**config.mk**
```make
export PLATFORM = sky130hd
export DESIGN_NAME = tcw_cmd_fifo
export DESIGN_NICKNAME = d
export VERILOG_FILES = /design/src/rtl/core/tcw_pkg.sv /design/src/rtl/core/tcw_cmd_fifo.sv
export SDC_FILE = /design/constraint.sdc
export NUM_CORES = 1
export LEC_CHECK = 0
export ABC_AREA = 1
export BUFFER_PORTS_ARGS = -buffer_cell sky130_fd_sc_hd__buf_4
export CAP_MARGIN = 10
export CORE_MARGIN = 5
export CORE_UTILIZATION = 51
export CTS_BUF_LIST = sky130_fd_sc_hd__clkbuf_4 sky130_fd_sc_hd__clkbuf_8
export CTS_CLUSTER_DIAMETER = 200
export DETAILED_ROUTE_END_ITERATION = 6
export PLACE_DENSITY_LB_ADDON = 0.05
export SYNTH_ARGS = -nofsm -noshare
export SYNTH_HDL_FRONTEND = slang
export SYNTH_SLANG_ARGS = --single-unit
```
**constraint.sdc**
```tcl
create_clock -name aclk -period 3.1 [get_ports aclk]
set_input_delay 0.31 -clock aclk [delete_from_list [all_inputs] [get_ports aclk]]
set_output_delay 0.31 -clock aclk [all_outputs]
set_load 0.005 [all_outputs]
```
**src/rtl/core/tcw_pkg.sv**
```systemverilog
`default_nettype none

package tcw_pkg;

    localparam logic [1:0] OP_PRINT = 2'd0;
    localparam logic [1:0] OP_CLEAR = 2'd1;
    localparam logic [1:0] OP_READ  = 2'd2;
    localparam logic [1:0] OP_NOP   = 2'd3;

    localparam logic REG_DEFAULT_ATTR = 1'b0;
    localparam logic REG_ERROR_ATTR   = 1'b1;

    localparam logic [7:0] CHAR_NEWLINE = 8'h0A;
    localparam logic [7:0] CHAR_MARK_F  = 8'h46;
    localparam logic [7:0] CHAR_SPACE   = 8'h20;

    localparam logic [7:0] DEFAULT_ATTR_RESET = 8'd15;
    localparam logic [7:0] ERROR_ATTR_RESET   = 8'd244;

    typedef enum logic [1:0] {
        CMD_PLAIN = 2'd0,
        CMD_READ  = 2'd1,
        CMD_CLEAR = 2'd2
    } cmd_kind_t;

    typedef struct packed {
        cmd_kind_t   kind;
        logic        wr_en;
        logic [6:0]  cell_col;
        logic [4:0]  cell_row;
        logic [15:0] wr_data;
        logic        scroll;
        logic [6:0]  rep_col;
        logic [4:0]  rep_row;
        logic        perr;
    } tcw_cmd_t;

    typedef struct packed {
        logic [6:0] next_column;
        logic [4:0] next_line;
        logic       position_error;
        logic       scrolled;
        logic [7:0] read_char;
        logic [7:0] read_attr;
    } tcw_result_t;

endpackage

`default_nettype wire

```
**src/rtl/core/tcw_cmd_fifo.sv**
```systemverilog
`default_nettype none

module tcw_cmd_fifo import tcw_pkg::*; (
    input  wire logic     aclk,
    input  wire logic     aresetn,
    input  wire logic     push,
    input  wire tcw_cmd_t push_cmd,
    output logic          full,
    input  wire logic     pop,
    output logic          head_valid,
    output tcw_cmd_t      head_cmd
);

    tcw_cmd_t   entry_reg [2];
    logic       wr_ptr_reg;
    logic       rd_ptr_reg;
    logic [1:0] count_reg, count_next;

    assign full       = (count_reg == 2'd2);
    assign head_valid = (count_reg != 2'd0);
    assign head_cmd   = entry_reg[rd_ptr_reg];

    always_comb begin
        count_next = count_reg;
        if (push && !pop) begin
            count_next = count_reg + 2'd1;
        end else if (pop && !push) begin
            count_next = count_reg - 2'd1;
        end
    end

    always_ff @(posedge aclk) begin
        if (push) begin
            entry_reg[wr_ptr_reg] <= push_cmd;
        end
    end

    always_ff @(posedge aclk) begin
        if (!aresetn) begin
            wr_ptr_reg <= 1'b0;
            rd_ptr_reg <= 1'b0;
            count_reg  <= 2'd0;
        end else begin
            if (push) begin
                wr_ptr_reg <= ~wr_ptr_reg;
            end
            if (pop) begin
                rd_ptr_reg <= ~rd_ptr_reg;
            end
            count_reg <= count_next;
        end
    end

endmodule

`default_nettype wire

```
-- Yosys cells after proc, flatten, opt, wreduce, memory -nomap -nowiden
Memories as Yosys holds them, arrays and structs flattened. A register that Yosys moved wholly into a read port is not among the register bits.
Cells that the tools add are included.
- register bits after elaboration: 4
- RAM bits: 90
- input bits: 49
- output and inout port bits: 47
- memories kept: 1
- memories (name ; depth ; width ; rd ports ; clocked after memory_dff ; write ports ; line ; source):
    entry_reg ; 2 ; 45 ; 1 ; 1 ; 1 ; tcw_cmd_fifo.sv:14 ; tcw_cmd_t entry_reg [2];
- add/sub/neg operators: 2
- equality and inequality tests: 1
- multiplexer cells: 6
- bitwise operators: 2
- reductions and logical operators: 6
- operators with widths (operator ; number):
    two-way mux 1 bit ; 4
    two-way mux 2 bit ; 2
    nonzero test 2 bit ; 2
    adder 2 x 1 -> 2 bit, second input constant ; 1
    equality test 2 bit, second input constant ; 1
    logical AND 1 bit ; 2
    logical NOT 1 bit ; 2
    NOT 1 bit ; 2
    subtractor 2 x 1 -> 2 bit, second input constant ; 1

-- Depth between registers and ports, before layout
- depth after elaboration: 4
- gate-level depth with buffers: 8

-- Worst setup path before layout
OpenSTA, ideal clock, no wires.
- kind: input port to flip-flop
- start point: in push
- end point: mem entry_reg[0][0] (netlist name) (enable)
- library setup time: 449 ps
- arrival time: 2241 ps
- data required time: 2651 ps
- slack: 410 ps
- cell stages on the path: 2
- path buffers: 0
- cell sequence: inv_1 -> nor2_1
- longest elaborated chain between the ends: 2
- RTL lines (item ; line ; source):
    start, declared ; tcw_cmd_fifo.sv:6 ; input wire logic push,
    two-way mux 1 bit ; tcw_cmd_fifo.sv:33 ; if (push) begin
    two-way mux 1 bit (implied by the code) ; tcw_cmd_fifo.sv:34 ; entry_reg[wr_ptr_reg] <= push_cmd;
    end, declared ; tcw_cmd_fifo.sv:14 ;
Every way passes these cells.

==> results by group <==
Drt
  • DR vias: 1806
  • Routed vias/inst: 4.728
  • Remaining antenna violation count: 0
  • 1st-iter DRT viols: 40
  • Final Routed Wirelength: 5.775 mm
  • First-pass detailed-route iteration total: 5
  • Number of design rule violations left after detail routing: 0
  • Per-cell routed wire length: 15.12 um

Cells and area
  • Number of flip-flops in the largest register: 90
  • Number of cells in the finished layout apart from fillers: 382
  • Fraction of layout cells with a size suffix above 1: 0.5583
  • Synthesis-to-finish area growth: 26.70%
  • Utilization after layout: 0.6531
  • Net count reported at finish: 328
  • Number of diodes: 0

Floorplanning
  • Die outline height: 94.93 um
  • Top-Level Pins: 96
  • Initial Utilization: 0.5154
  • Core ar.: 7137 um2
  • Die Footprint: 9012 um2
  • DIE WIDTH: 94.93 um
  • # rows: 31

Synthesis
  • Share of the synthesized area in the top cell type: 0.7347
  • Synth top cells by count: 90 x sky130_fd_sc_hd__edfxtp_1, 40 x sky130_fd_sc_hd__mux2_4, 9 x sky130_fd_sc_hd__nand2_1
  • Synthesis warning total: 0
  • Top cell type by total area after synthesis: sky130_fd_sc_hd__edfxtp_1
  • Post-synthesis mux area share: 0.1786
  • Leading cell types by total area after synthesis: sky130_fd_sc_hd__edfxtp_1 73%, sky130_fd_sc_hd__mux2_4 16%, sky130_fd_sc_hd__dfxtp_1 2.7%
  • Most repeated cell in the gate-level netlist after synthesis: sky130_fd_sc_hd__edfxtp_1
  • Number of distinct library cells after synthesis: 14
  • Top flip-flop cell by instance count after synthesis: sky130_fd_sc_hd__edfxtp_1
  • Post-synthesis share of cell area spent on and, or, nand and nor gates: 0.02041
  • Share of synthesized cell area in full adder, half adder and majority cells: 0.003401
  • Mean cell area of the mapped netlist: 21.02 um2
  • Register area share after synthesis: 0.7619
  • Number of enable-type register cells in the synthesized netlist: 90
  • Synthesized cell area: 3679 um2
  • Synthesized Nets: 225
  • Fraction of registers with async set/reset: 0
  • Xor/xnor share of the synthesized area: 0
  • Count of mapped cells out of synthesis: 175
  • Main combinational cell family by area after synthesis: multiplexers
  • Synth Area in Compound Gates: 0.002721
  • Count of state elements after synthesis: 95

Setup path
  • R2R Path End: entry_reg[1][34]
  • Critical path class: reg -> out
  • Worst endpoint required time: 2.79 ns
  • R2R Setup Slk: 1.49 ns
  • Type of origin of the critical path: flop
  • CP Data Arrival Time: 1.90 ns
  • Depth of the most critical reg-to-reg path: 2
  • Nature of the critical path endpoint: primary output
  • Critical R2R Launch: wr_ptr_reg
  • Largest fanout of any net on the critical path: 27

CTS
  • Number of buffers added for setup after CTS: 0
  • Number of buffers inserted during clock tree synthesis: 9
  • Total number of H-tree levels: 3
  • Maximum buffer depth of the clock tree: 2
  • Clock tree root buffer cell: sky130_fd_sc_hd__clkbuf_8
  • Clock tree from TritonCTS: done
  • CTS Hold Bufs: 0
  • Count of cells resized by post-cts repair: 0
  • Clk slew on worst S/H paths: 0.08 ns
  • Clock Sinks: 95
  • Clock latency of the later-clocked register in the worst-skew pair: 0.33 ns

Pwr
  • Part of the power in the clock network: 0.292
  • Reported leakage power: 1.873 nW
  • Net Switching: 0.5296 mW
  • Fraction of power spent switching nets: 0.2059
  • Proportion of power drawn by combinational gates: 0.122
  • P per Cell Area: 552.0 nW/um2
  • Register share of total power: 0.586
  • Power Internal: 2.043 mW
  • Maximum resistive drop on vdd: 326.5 uV
  • Overall power of the completed layout: 2.573 mW

Min path
  • Min-Delay Endpoint: entry_reg[0][14]
  • Min-delay src: push_cmd[14]
  • Count of cells along the worst hold path: 1
  • Type of the tightest min-delay check: in -> reg

Global route
  • Global Route Usage Sum: 0.1316
  • Sum of overflow across all layers after global routing: 0
  • Global-route wire length before repair: 8.700 mm
  • Initial antenna violation count: 0
  • Number of global-route vias before repair: 1889
  • Maximum number of pins on one net before global-route repair: 46

Timing
  • Setup repair after global routing missed its margin: no
  • Number of setup violations in the final report: 0
  • Time the final worst path needs with I/O delays and setup: 2.212 ns
  • Part of the cycle the worst path needs: 0.7135
  • TNS Setup: 0 ns
  • Largest clock skew in the final design: 0.004570 ns
  • Worst-case headroom to the max-slew limit: 0.3364
  • Final worst setup slack: 0.8883 ns
  • Transition at the pin with the smallest max-transition slack: 0.9940 ns
  • Count of pins over their slew limit: 0
  • Highest clock rate: 0.4521 GHz
  • Final hold viol count: 0

Placement
  • Count of port buffers added during placement: 95
  • Post-placement worst setup slack: 1.220 ns
  • Final HPWL DP: 3.965 mm
  • Gpl congestion: 0.6639
  • Placed cell count: 366

Status
  • Result of the run: completed

Flow run
  • Maximum Capacitance Violations: 0
[metal layers]
layer / wire [um] / share of wire / vias to the layer above / global-route usage
met1: 2304 / 0.40 / 869 / 0.1551
met5: 0 / 0 / - / 0
li1: - / - / 871 / -
met4: 72 / 0.012 / 0 / 0.06130
met3: 421 / 0.073 / 5 / 0.03904
met2: 2976 / 0.52 / 61 / 0.2214
[area by class of cell]
cell class,instances,area (um2)
Clock buffer,9,123.9
Clock inverter,7,63.81
Fill cell,552,2476
Inverter,8,30.03
Multi-Input combinational cell,67,762.0
Sequential cell,95,2804
Tap cell,99,123.9
Timing Repair Buffer,97,753.2
[cell usage in the layout (no fill, tap or decap)]
cell                        netlist  routed
sky130_fd_sc_hd__buf_4            0      95
sky130_fd_sc_hd__edfxtp_1        90      90
sky130_fd_sc_hd__mux2_4          40      40
sky130_fd_sc_hd__nand2_1          9       9
sky130_fd_sc_hd__clkbuf_8         0       9
sky130_fd_sc_hd__inv_1            8       7
sky130_fd_sc_hd__nor2_1           8       7
sky130_fd_sc_hd__mux2_2           5       5
sky130_fd_sc_hd__dfxtp_1          5       4
sky130_fd_sc_hd__clkinv_1         0       3
sky130_fd_sc_hd__clkinv_4         0       2
sky130_fd_sc_hd__buf_12           4       2
sky130_fd_sc_hd__inv_2            0       1
sky130_fd_sc_hd__nor2_4           0       1
sky130_fd_sc_hd__o21ai_0          1       1
sky130_fd_sc_hd__a21oi_1          1       1
sky130_fd_sc_hd__nand3_1          1       1
sky130_fd_sc_hd__nand4_1          1       1
sky130_fd_sc_hd__ha_1             1       1
sky130_fd_sc_hd__dfxtp_2          0       1
sky130_fd_sc_hd__clkinv_2         0       1
sky130_fd_sc_hd__bufinv_16        0       1
[worst max path at each step]
stage                      endpoint  startpoint  slack (ns)
floorplan           entry_reg[0][0]        push        0.41
global placement       head_cmd[39]        flop        1.22
detailed placement     head_cmd[37]        flop        1.22
CTS                    head_cmd[37]        flop        0.84
global route           head_cmd[37]        flop        0.78
finish                 head_cmd[37]        flop        0.89
[worst max-delay path, cell delays in order (launching register included)]
cell and delay (ns):
sky130_fd_sc_hd__dfxtp_2 0.74, sky130_fd_sc_hd__buf_12 0.31, sky130_fd_sc_hd__mux2_2 0.37, sky130_fd_sc_hd__buf_4 0.14
[power groups by stage]
stage	clock, mW	combinational (mW)	sequential [mW]
2_1_floorplan	0	0.174	1.53
4_1_cts	0.775	0.321	1.51
3_3_place_gp	0	0.317	1.54
6_report	0.751	0.314	1.51
3_5_place_dp	0	0.320	1.54
5_1_grt	0.825	0.340	1.52
[metrics by stage]
step                      hold WS, ns  instance area, um2
final                          0.1539                4661
after global routing           0.1254                4661
after CTS                      0.1299                4661
after detailed placement       0.4919                4473
after global placement         0.4754                4473
after floorplan                0.4089                3679
[cells by family (layout without fill, tap and decap cells)]
| logic type | after synthesis | in the layout |
|---|---|---|
| mux | 45 | 45 |
| buf+inv | 13 | 121 |
| compound gates | 2 | 2 |
| simple gates | 19 | 19 |
| fa+ha+maj | 1 | 1 |
| flops | 95 | 95 |
Power figures use the tool's default switching activity.
