[src/rtl/core/tcw_pkg.sv]
`default_nettype none

package tcw_pkg;

    localparam logic [1:0] OP_PRINT = 2'd0;
    localparam logic [1:0] OP_CLEAR = 2'd1;
    localparam logic [1:0] OP_READ  = 2'd2;
    localparam logic [1:0] OP_NOP   = 2'd3;

    localparam logic REG_DEFAULT_ATTR = 1'b0;
    localparam logic REG_ERROR_ATTR   = 1'b1;

    localparam logic [7:0] CHAR_NEWLINE = 8'h0A;
    localparam logic [7:0] CHAR_MARK_F  = 8'h46;
    localparam logic [7:0] CHAR_SPACE   = 8'h20;

    localparam logic [7:0] DEFAULT_ATTR_RESET = 8'd15;
    localparam logic [7:0] ERROR_ATTR_RESET   = 8'd244;

    typedef enum logic [1:0] {
        CMD_PLAIN = 2'd0,
        CMD_READ  = 2'd1,
        CMD_CLEAR = 2'd2
    } cmd_kind_t;

    typedef struct packed {
        cmd_kind_t   kind;
        logic        wr_en;
        logic [6:0]  cell_col;
        logic [4:0]  cell_row;
        logic [15:0] wr_data;
        logic        scroll;
        logic [6:0]  rep_col;
        logic [4:0]  rep_row;
        logic        perr;
    } tcw_cmd_t;

    typedef struct packed {
        logic [6:0] next_column;
        logic [4:0] next_line;
        logic       position_error;
        logic       scrolled;
        logic [7:0] read_char;
        logic [7:0] read_attr;
    } tcw_result_t;

endpackage

`default_nettype wire

[src/rtl/core/tcw_front.sv]
`default_nettype none

module tcw_front import tcw_pkg::*; #(
    parameter int COLS = 80,
    parameter int ROWS = 25
) (
    input  wire logic       aclk,
    input  wire logic       aresetn,
    input  wire logic       cfg_wr_en,
    input  wire logic       cfg_index,
    input  wire logic [7:0] cfg_wdata,
    input  wire logic       in_fire,
    input  wire logic [1:0] in_op,
    input  wire logic [7:0] in_char,
    input  wire logic [7:0] in_attr,
    input  wire logic       in_pos,
    input  wire logic [6:0] in_col,
    input  wire logic [4:0] in_line,
    output tcw_cmd_t        cmd
);

    localparam logic [6:0] LAST_COL = 7'(COLS - 1);
    localparam logic [4:0] LAST_ROW = 5'(ROWS - 1);

    logic [7:0] def_attr_reg;
    logic [7:0] err_attr_reg;
    logic [6:0] cur_col_reg, cur_col_next;
    logic [4:0] cur_row_reg, cur_row_next;

    logic       in_range;
    logic [6:0] t_col;
    logic [4:0] t_row;
    logic [7:0] use_attr;
    logic [6:0] n_col;
    logic [4:0] n_row;
    logic       row_step;
    logic       wrap;

    always_ff @(posedge aclk) begin
        if (!aresetn) begin
            def_attr_reg <= DEFAULT_ATTR_RESET;
            err_attr_reg <= ERROR_ATTR_RESET;
        end else if (cfg_wr_en) begin
            unique case (cfg_index)
                REG_DEFAULT_ATTR: def_attr_reg <= cfg_wdata;
                REG_ERROR_ATTR:   err_attr_reg <= cfg_wdata;
                default:          ;
            endcase
        end
    end

    always_comb begin
        in_range = (in_col < 7'(COLS)) && (in_line < 5'(ROWS));
        t_col    = in_pos ? in_col : cur_col_reg;
        t_row    = in_pos ? in_line : cur_row_reg;
        use_attr = (in_attr == 8'd0) ? def_attr_reg : in_attr;

        if (in_char == CHAR_NEWLINE) begin
            n_col    = 7'd0;
            row_step = 1'b1;
        end else if (t_col == LAST_COL) begin
            n_col    = 7'd0;
            row_step = 1'b1;
        end else begin
            n_col    = t_col + 7'd1;
            row_step = 1'b0;
        end
        wrap = row_step && (t_row == LAST_ROW);
        if (wrap) begin
            n_row = LAST_ROW;
        end else if (row_step) begin
            n_row = t_row + 5'd1;
        end else begin
            n_row = t_row;
        end
    end

    always_comb begin
        cmd          = '0;
        cmd.kind     = CMD_PLAIN;
        cmd.rep_col  = cur_col_reg;
        cmd.rep_row  = cur_row_reg;
        cur_col_next = cur_col_reg;
        cur_row_next = cur_row_reg;
        unique case (in_op)
            OP_PRINT: begin
                if (in_pos && !in_range) begin
                    cmd.wr_en    = 1'b1;
                    cmd.cell_col = LAST_COL;
                    cmd.cell_row = LAST_ROW;
                    cmd.wr_data  = {err_attr_reg, CHAR_MARK_F};
                    cmd.perr     = 1'b1;
                    cmd.rep_col  = in_col;
                    cmd.rep_row  = in_line;
                end else begin
                    cmd.wr_en    = (in_char != CHAR_NEWLINE);
                    cmd.cell_col = t_col;
                    cmd.cell_row = t_row;
                    cmd.wr_data  = {use_attr, in_char};
                    cmd.scroll   = wrap;
                    cmd.rep_col  = n_col;
                    cmd.rep_row  = n_row;
                    cur_col_next = n_col;
                    cur_row_next = n_row;
                end
            end
            OP_CLEAR: begin
                cmd.kind     = CMD_CLEAR;
                cmd.wr_data  = {def_attr_reg, CHAR_SPACE};
                cmd.rep_col  = 7'd0;
                cmd.rep_row  = 5'd0;
                cur_col_next = 7'd0;
                cur_row_next = 5'd0;
            end
            OP_READ: begin
                if (in_range) begin
                    cmd.kind     = CMD_READ;
                    cmd.cell_col = in_col;
                    cmd.cell_row = in_line;
                end else begin
                    cmd.perr    = 1'b1;
                    cmd.rep_col = in_col;
                    cmd.rep_row = in_line;
                end
            end
            default: ;
        endcase
    end

    always_ff @(posedge aclk) begin
        if (!aresetn) begin
            cur_col_reg <= 7'd0;
            cur_row_reg <= 5'd0;
        end else if (in_fire) begin
            cur_col_reg <= cur_col_next;
            cur_row_reg <= cur_row_next;
        end
    end

endmodule

`default_nettype wire

[config.mk]
export PLATFORM = sky130hd
export DESIGN_NAME = tcw_front
export DESIGN_NICKNAME = d
export VERILOG_FILES = /design/src/rtl/core/tcw_pkg.sv /design/src/rtl/core/tcw_front.sv
export SDC_FILE = /design/constraint.sdc
export NUM_CORES = 1
export LEC_CHECK = 0
export ABC_CLOCK_PERIOD_IN_PS = 8100
export BUFFER_PORTS_ARGS = -buffer_cell sky130_fd_sc_hd__clkbuf_2
export CAP_MARGIN = 10
export CORE_MARGIN = 8
export CORE_UTILIZATION = 35
export DETAILED_ROUTE_END_ITERATION = 8
export MAX_ROUTING_LAYER = met4
export PLACE_DENSITY = 0.62
export SYNTH_ARGS = -nofsm -noshare
export SYNTH_HDL_FRONTEND = slang
export SYNTH_SLANG_ARGS = --single-unit
[constraint.sdc]
create_clock -name aclk -period 8.1 [get_ports aclk]
set_input_delay 1.62 -clock aclk [delete_from_list [all_inputs] [get_ports aclk]]
set_output_delay 1.62 -clock aclk [all_outputs]
set_load 0.005 [all_outputs]
======== Word level (Yosys, flattened, before mapping) ========
Cells that the tools add are included.
cells by class
  add/sub/neg operators ................... 2
  multipliers ............................. 0
  div/mod/pow operators ................... 0
  magnitude comparators ................... 2
  equal/unequal tests ..................... 7
  shift operators ......................... 0
  multiplexer cells ....................... 27
  bitwise logic cells ..................... 1
  reduce and logical (&&, ||, !) cells .... 10
operator list
  kind                                                                     number
  12-bit case mux with 3 select lines                                      1
  16-bit case mux with 2 select lines                                      1
  29-bit two-way mux                                                       1
  7-bit two-way mux                                                        4
  12-bit two-way mux                                                       2
  12-bit case mux with 2 select lines                                      1
  5-bit two-way mux                                                        4
  7-bit case mux with 2 select lines                                       1
  13-bit two-way mux                                                       1
  5-bit case mux with 2 select lines                                       1
  8-bit by 4-bit equality test with 1-bit output, second input constant    1
  8-bit logical NOT                                                        1
  8-bit two-way mux                                                        1
  8-bit by 4-bit inequality test with 1-bit output, second input constant  1
  7-bit by 1-bit adder with 7-bit output, second input constant            1
  7-bit equality test, second input constant                               1
  7-bit < comparator, second input constant                                1
  1-bit two-way mux                                                        7
  5-bit by 1-bit adder with 5-bit output, second input constant            1
  5-bit equality test, second input constant                               1
  5-bit < comparator, second input constant                                1
  2-bit case mux with 2 select lines                                       1
  2-bit AND reduction                                                      2
  1-bit logical AND                                                        3
  9 further kinds                                                          9
storage, ports and cells
  register bits ........................... 28
  latch bits .............................. 0
  memory bits (writable) .................. 0
  ROM bits ................................ 0
  input port bits ......................... 44
  output and inout port bits .............. 45
  memories kept ........................... 0

======== Longest topological paths before layout ========
Gate-level depths: netlist of the first run.
  depth after elaboration ................. 8
  gate-level depth with buffers ........... 11
  depth with buffers taken out ............ 7

======== Worst setup path after synthesis of the first run ========
OpenSTA, ideal clock, no wires.
  kind .................................... input -> output
  start ................................... input in_pos
  end ..................................... output cmd[10] in the netlist's numbering
  data arrival time ....................... 3.715 ns
  required time ........................... 6.480 ns
  path slack .............................. 2.765 ns
  cell stages on the path ................. 11
  path buffers ............................ 4
  cell sequence ........................... buf_6 clkbuf_8 buf_6 mux2_2 ha_1 nand4_1 a22oi_2 or2_1 buf_6 or2_2 o21ai_0
RTL lines
  element          line             RTL
  start, declared  tcw_front.sv:16  input wire logic in_pos,
  end, declared    tcw_front.sv:19  output tcw_cmd_t cmd

==> results of run 1 <==
## layer usage
layer,vias up,track usage (%),wire (µm)
met3,11,3.06,609
met2,133,25.3,3500
met1,1187,21.3,3760
met4,0,3.42,71
li1,1273,-,-
met5,-,-,0
## logic make-up after synthesis
kind of cell	share of synthesized area (%)
multiplexers	9.29
XOR/XNOR	2.59
AND/OR/NAND/NOR	27.5
AO/OA/AOI/OAI	27.6
buffers and inverters	5.70
flip-flops	23.7
adder cells (fa/ha/maj)	3.70
## path summary, 6_finish.rpt
path / startpoint / slack (ps) / end / cells past startpoint
max: in_pos / 2190 / cmd[10] / 9
min reg2reg: err_attr_reg[4] / 470 / err_attr_reg[4] / 2
min: err_attr_reg[4] / 470 / err_attr_reg[4] / 2
max reg2reg: cur_col_reg[0] / 5760 / cur_col_reg[4] / 7
## metrics by stage
step | hold slack [ps] | cells | total power (µW) | instance area, µm²
2_1_floorplan | 437 | 308 | 215 | 2370
3_3_place_gp | 450 | 460 | 259 | 2810
3_5_place_dp | 457 | 460 | 260 | 2810
4_1_cts | 474 | 464 | 375 | 2880
5_1_grt | 485 | 464 | 393 | 2880
6_report | 470 | 464 | 372 | 2880
## worst register-to-register path: stages, from the launching register on
cell and delay [ps]:
dfxtp_1 340, mux2_2 310, ha_1 280, nand4_1 170, a22oi_2 140, or2_1 340
or4_1 530, a21boi_1 150
## layout make-up
class,instances,area [µm²]
Clock buffer,3,41.3
Clock inverter,1,30.0
Fill cell,714,3800
Inverter,9,33.8
Multi-Input combinational cell,255,1670
Sequential cell,28,561
Tap cell,80,100
Timing Repair Buffer,88,440
## cell usage in the layout (no fill, tap or decap), types with 5 or more instances in the layout
cell type and count:
clkbuf_2 88, nand2_1 58, dfxtp_1 28, o21ai_0 25, nand3_1 18, mux2i_1 16
a21oi_1 11, a22oi_1 11, nor2_1 10, a21boi_0 10, o2bb2ai_1 9, inv_1 8
and2_1 7, nand2b_1 7, ha_1 7, nor3_1 5
## where the power goes
group	internal, µW	switching (µW)	total (µW)
Combinational	45.0	64.2	109
Sequential	144	4.36	149
Clock	66.3	48.0	114
==> flow_summary.yaml, run 1 <==
run_status:
  status: "finished, final reports clean"
timing:
  setup_slack_ps: 2190
  setup_viol: 0
  max_freq_mhz: 169
  rsz0062_at_grt: "no"
  layout_worst_path_cycle_share_pct: 73.0
  skew_ps: 13.4
  hold_viol_final: 0
  final_max_slew_viol_count: 0
  fin_crit_ps: 5910
  max-slew-margin-rel_pct: 56.4
  tns_ps: 0
  tightest_slew_ps: 655
min_path:
  hp-class: "reg -> reg"
yosys:
  synth_cells: 308
  synth_edf_count: 0
  synthTopCellsByArea: "dfxtp_1, nand2_1, mux2i_1, o21ai_0, nand3_1"
  netlist.area_leader.share_pct: 23.7
  yosysTopAreaCell: "dfxtp_1"
  yosys_warnings: 0
  synth-seq-cells: 28
  avgSynthCellArea_um2: 7.69
  synth_nets: 359
  synth.most_common_cell: "nand2_1"
  syn-cell-area_um2: 2370
  synth_flop_cell: "dfxtp_1"
  synth_top_cells_by_count: "nand2_1, dfxtp_1, o21ai_0, nand3_1, mux2i_1"
  ys_async_sr_fraction_pct: 0
  netlist-cell-type-count: 58
  ys_seq_area_share_pct: 23.7
routing:
  drtAntennaViolNets: 0
  wl_per_cell_um: 17.1
  first_pass_iters: 6
  vias_per_cell: 5.61
  drc: 0
  drt-total-wl_um: 7940
  vias: 2604
  drtIter0Drc: 177
power:
  power_density_nw_per_um2: 129
  irDropWorstVdd_v: 0.0000787
  power_leakage_uw: 0.00136
global_route:
  grt_pass1_vias: 2593
  grt_pass1_wl_um: 12900
  grt_util_all_layers_pct: 16.3
  gr-total-overflow: 0
  grt_max_degree: 30
  antenna_found_initial: 0
final_layout:
  final_util_pct: 43.1
  area_growth_pct: 21.5
  nNetsFinal: 436
  layout-drive-gt1-share_pct: 28.4
  antenna_cells: 0
floorplan:
  die_area_um2: 9660
  die_height_um: 98.3
  initial_utilization_pct: 35.5
  fp.dieW_um: 98.3
  rows: 30
  core_area_um2: 6680
  num_io_pins: 89
setup_path:
  path_buf_inv: 2
  max_stage_delay_ps: 490
  crit_family: "simple AND/OR/NAND/NOR gates"
  worstPathArrival_ps: 4290
  cp_cell_sequence: "clkbuf_2, mux2_2, ha_1, nand4_1, a22oi_2, or2_1, or2_2, o21ai_0, clkbuf_2"
  startpoint_type: "input pin"
  cp_max_fo: 26
  critPathCaptureType: "output port"
  crit_type: "in -> out"
  required_ps: 6480
  cp_slowest_cell: "clkbuf_2"
  cp_common_cell: "clkbuf_2"
clocking:
  cts_made_buffers: 3
  cts-root-buf: "clkbuf_8"
  worstSkewPairLatency_ps: 290
  post_cts_buffers: 0
  htree_levels: 1
  cts_hold_buf: 0
  cts_resized: 0
  cts_tree: "done"
  clk_pin_slew_ps: 90
  cts_sinks: 28
  clockBufferDepth: 2
placed_design:
  dp_slack_ps: 2240
  portBuffers: 88
  place_congestion: 0.901
  hpwlAfterDp_um: 6210
job:
  drv_cap: 0
Note: power is estimated with default switching activity, not from simulation.
==> run 2: changes to the inputs <==
--- a/config.mk
+++ b/config.mk
@@ -5,14 +5,14 @@
 export SDC_FILE = /design/constraint.sdc
 export NUM_CORES = 1
 export LEC_CHECK = 0
-export ABC_CLOCK_PERIOD_IN_PS = 8100
+export ABC_CLOCK_PERIOD_IN_PS = 5200
 export BUFFER_PORTS_ARGS = -buffer_cell sky130_fd_sc_hd__clkbuf_2
 export CAP_MARGIN = 10
 export CORE_MARGIN = 8
 export CORE_UTILIZATION = 35
 export DETAILED_ROUTE_END_ITERATION = 8
 export MAX_ROUTING_LAYER = met4
-export PLACE_DENSITY = 0.62
+export PLACE_DENSITY = 0.64
 export SYNTH_ARGS = -nofsm -noshare
 export SYNTH_HDL_FRONTEND = slang
 export SYNTH_SLANG_ARGS = --single-unit
==> constraint.sdc (replaced) <==
create_clock -name aclk -period 5.2 [get_ports aclk]
set_input_delay 1.04 -clock aclk [delete_from_list [all_inputs] [get_ports aclk]]
set_output_delay 1.04 -clock aclk [all_outputs]
set_load 0.005 [all_outputs]
==> flow_summary.yaml, run 2 (synthesis gave the netlist of run 1 again) <==
setup_path:
  startpoint_type: "input pin"
  worstPathArrival_ps: 3330
  critPathCaptureType: "output port"
  r2r-start: "cur_col_reg[0]"
  required_ps: 4160
  worstSetupStartpoint: "in_pos"
  cp_max_fo: 8
  crit_type: "in -> out"
final_layout:
  nNetsFinal: 438
  final_cell_mix: "clkbuf_2, nand2_1, dfxtp_1"
  layout-drive-gt1-share_pct: 28.6
  area_growth_pct: 20.9
  antenna_cells: 0
  final_common_cell: "clkbuf_2"
  final_util_pct: 42.9
routing:
  first_pass_iters: 5
  vias: 2628
  drtIter0Drc: 142
  drtAntennaViolNets: 0
  drc: 0
  wl_per_cell_um: 17.2
  drt-total-wl_um: 8010
  vias_per_cell: 5.65
placed_design:
  place_congestion: 0.940
  hpwlAfterDp_um: 6380
  portBuffers: 88
min_path:
  hp-class: "reg -> reg"
  min-delay-start: "def_attr_reg[7]"
power:
  power_leakage_uw: 0.00136
  irDropWorstVdd_v: 0.0000859
  p_total_uw: 520
  power_density_nw_per_um2: 181
global_route:
  grt_max_degree: 30
  grt_pass1_vias: 2692
  antenna_found_initial: 0
  grt_util_all_layers_pct: 16.6
  grt_pass1_wl_um: 13100
  grt.met3_usage_pct: 2.84
  grt-busiest-layer: "met2"
  use_met1_pct: 21.2
  met2_usage_pct: 26.4
  gr-total-overflow: 0
floorplan:
  core_area_um2: 6680
  num_io_pins: 89
  die_area_um2: 9660
  rows: 30
  fp.dieW_um: 98.3
  initial_utilization_pct: 35.5
  die_height_um: 98.3
timing:
  whs_ps: 470
  max-slew-margin-rel_pct: 57.9
  rsz0062_at_grt: "no"
  fin_crit_ps: 4370
  hold_viol_final: 0
  skew_ps: 2.91
  tightest_slew_ps: 631
  final_max_slew_viol_count: 0
  layout_worst_path_cycle_share_pct: 84.1
  tns_ps: 0
  max_freq_mhz: 229
  setup_viol: 0
clocking:
  cts_hold_buf: 0
  clk_pin_slew_ps: 90
  cts_made_buffers: 3
  cts_sinks: 28
  clockBufferDepth: 2
  cts_resized: 0
  post_cts_buffers: 0
  cts-root-buf: "clkbuf_8"
  htree_levels: 1
  cts_tree: "done"
  worstSkewPairLatency_ps: 270
job:
  drv_cap: 0
run_status:
  status: "finished, final reports clean"
-- run 2: cell types whose count changed in the layout (fill, tap and decap cells not counted) --
cell and change:
buf_4 +2, bufinv_16 -1
-- run 2: metal layers --
layer / part of all wire (%) / up-vias / routed length (µm)
li1: - / 1273 / -
met1: 47 / 1230 / 3740
met2: 45 / 118 / 3570
met3: 7.7 / 7 / 618
met4: 1.0 / 0 / 81
met5: 0 / - / 0
-- run 2: worst max-delay path, stage by stage --
cell	delay, ps
clkbuf_2	180
mux2_2	410
ha_1	280
nand4_1	190
a22oi_2	130
or2_1	350
or2_2	370
o21ai_0	210
clkbuf_2	150
-- run 2: through the flow --
stage,cells,cell area [µm²],setup slack [ps]
3_5_place_dp,462,2820,849
4_1_cts,465,2870,854
2_1_floorplan,308,2370,1020
6_report,465,2870,827
3_3_place_gp,462,2820,901
5_1_grt,465,2870,658
-- run 2: where the power goes --
| group | switching, µW | total [µW] | internal, µW |
|---|---|---|---|
| registers | 6.98 | 232 | 225 |
| clock network | 64.7 | 117 | 52.1 |
| logic | 100 | 171 | 70.9 |
-- run 2: final cells by class --
class / count / area (µm²)
fillers: 696 / 3820
multi-input cells: 255 / 1670
flip-flops and latches: 28 / 561
repair buffers: 90 / 455
well taps: 80 / 100
clock buffers: 3 / 41.3
inverters: 9 / 33.8
-- run 2: path summary, 6_finish.rpt --
check	to	slack (ps)	depth (start not counted)
setup / recovery	cmd[11]	830	9
hold reg to reg	def_attr_reg[7]	470	2
setup reg to reg	cur_col_reg[4]	2820	7
hold / removal	def_attr_reg[7]	470	2
==> run 3: changes to the inputs <==
--- a/config.mk
+++ b/config.mk
@@ -5,7 +5,7 @@
 export SDC_FILE = /design/constraint.sdc
 export NUM_CORES = 1
 export LEC_CHECK = 0
-export ABC_CLOCK_PERIOD_IN_PS = 5200
+export ABC_CLOCK_PERIOD_IN_PS = 3700
 export BUFFER_PORTS_ARGS = -buffer_cell sky130_fd_sc_hd__clkbuf_2
 export CAP_MARGIN = 10
 export CORE_MARGIN = 8
==> constraint.sdc (replaced) <==
create_clock -name aclk -period 3.7 [get_ports aclk]
set_input_delay 0.74 -clock aclk [delete_from_list [all_inputs] [get_ports aclk]]
set_output_delay 0.74 -clock aclk [all_outputs]
set_load 0.005 [all_outputs]
==> flow_summary.yaml, run 3 (synthesis gave the netlist of run 1 again) <==
power:
  power_leakage_uw: 0.00140
  intPower_uw: 517
  irDropWorstVdd_v: 0.000147
  p_switching_uw: 247
  power_density_nw_per_um2: 260
  pwr-share-comb_pct: 32.4
  p_total_uw: 763
  pwr-share-clk_pct: 24.9
  switching_share_pct: 32.3
  seq_power_share_pct: 42.7
timing:
  layout_worst_path_cycle_share_pct: 95.1
  fin_crit_ps: 3520
  rsz0062_at_grt: "no"
  tns_ps: 0
  max-slew-margin-rel_pct: 58.7
  setup_viol: 0
  skew_ps: 8.82
  hold_viol_final: 0
  max_freq_mhz: 284
  final_max_slew_viol_count: 0
  tightest_slew_ps: 613
  whs_ps: 470
final_layout:
  multi_input_area_um2: 1670
  nNetsFinal: 446
  layout-drive-gt1-share_pct: 30.2
  final_util_pct: 44.0
  n_fill_cell: 710
  final_cell_mix: "clkbuf_2, nand2_1, dfxtp_1"
  stdcell_count: 474
  seq_area_um2: 561
  area_growth_pct: 24.0
  antenna_cells: 0
  final_common_cell: "clkbuf_2"
clocking:
  worstSkewPairLatency_ps: 270
  cts_hold_buf: 0
  htree_levels: 1
  clockBufferDepth: 2
  post_cts_buffers: 0
  clk_pin_slew_ps: 100
  cts_sinks: 28
  cts-root-buf: "clkbuf_8"
  cts_tree: "done"
  cts_resized: 0
  cts_made_buffers: 3
routing:
  drt-total-wl_um: 8040
  vias_per_cell: 5.58
  drc: 0
  first_pass_iters: 4
  wl_per_cell_um: 17.0
  drtIter0Drc: 139
  vias: 2645
  drtAntennaViolNets: 0
floorplan:
  die_area_um2: 9660
  die_height_um: 98.3
  rows: 30
  fp.dieW_um: 98.3
  core_area_um2: 6680
  num_io_pins: 89
  initial_utilization_pct: 35.5
placed_design:
  portBuffers: 88
  dpl.cell_count: 470
  hpwlAfterDp_um: 6410
  place_congestion: 0.947
min_path:
  worstHoldPathCells: 2
  hp-class: "reg -> reg"
  min-delay-start: "err_attr_reg[0]"
  whs_endpoint: "err_attr_reg[0]"
setup_path:
  required_ps: 2960
  startpoint_type: "input pin"
  worstPathArrival_ps: 2780
  critPathCaptureType: "output port"
  r2r-start: "cur_col_reg[0]"
  r2r_slack_ps: 1310
  crit_type: "in -> out"
  r2r-end: "cur_col_reg[4]"
  cp_max_fo: 5
  reg2regPathDepth: 8
global_route:
  grt_pass1_wl_um: 12800
  grt_pass1_vias: 2575
  grt_max_degree: 30
  gr-total-overflow: 0
  grt_util_all_layers_pct: 16.2
  antenna_found_initial: 0
run_status:
  status: "finished, final reports clean"
job:
  drv_cap: 0
==> run 3: worst max-delay path, stage by stage <==
cell and delay (ps):
clkbuf_2 130, mux2_2 350, ha_1 270, nand4_1 180
a22oi_2 130, or2_1 280, or2_2 360, o21ai_0 190
clkbuf_2 140
==> run 3: how the worst max path moves through the flow <==
stage,slack [ps],start,end,cells past startpoint
final,180,in_pos,cmd[9],9
after global routing,30,in_pos,cmd[10],9
after floorplan,120,in_pos,cmd[10],11
after detailed placement,210,in_pos,cmd[9],9
after CTS,200,in_pos,cmd[9],9
after global placement,260,in_pos,cmd[9],9
==> run 3: final cells by class <==
| type | count | share of cell area (%) |
|---|---|---|
| clock buffer | 4 | 1.87 |
| inverter | 9 | 1.15 |
| timing repair buffer | 98 | 17.5 |
| multi-input combinational | 255 | 57.0 |
| tap | 80 | 3.41 |
| sequential | 28 | 19.1 |
==> run 3: per-stage QoR <==
stage          instance area, µm²  setup slack (ps)
2_1_floorplan                2370               125
3_3_place_gp                 2880               257
3_5_place_dp                 2880               209
4_1_cts                      2940               205
5_1_grt                      2940              26.3
6_report                     2940               181
==> run 3: power groups by stage <==
stage / Sequential (µW) / Clock [µW] / Combinational (µW)
floorplan: 329 / 0 / 142
global placement: 333 / 0 / 245
detailed placement: 333 / 0 / 245
CTS: 326 / 199 / 246
global route: 328 / 211 / 273
finish: 326 / 190 / 248
==> run 3: metal layers <==
| layer | part of all wire [%] | vias up | global-route usage (%) |
|---|---|---|---|
| met5 | 0 | - | - |
| met2 | 45 | 110 | 25.4 |
| met4 | 0.63 | 0 | 3.19 |
| li1 | - | 1289 | - |
| met3 | 6.4 | 7 | 2.77 |
| met1 | 48 | 1239 | 21.4 |
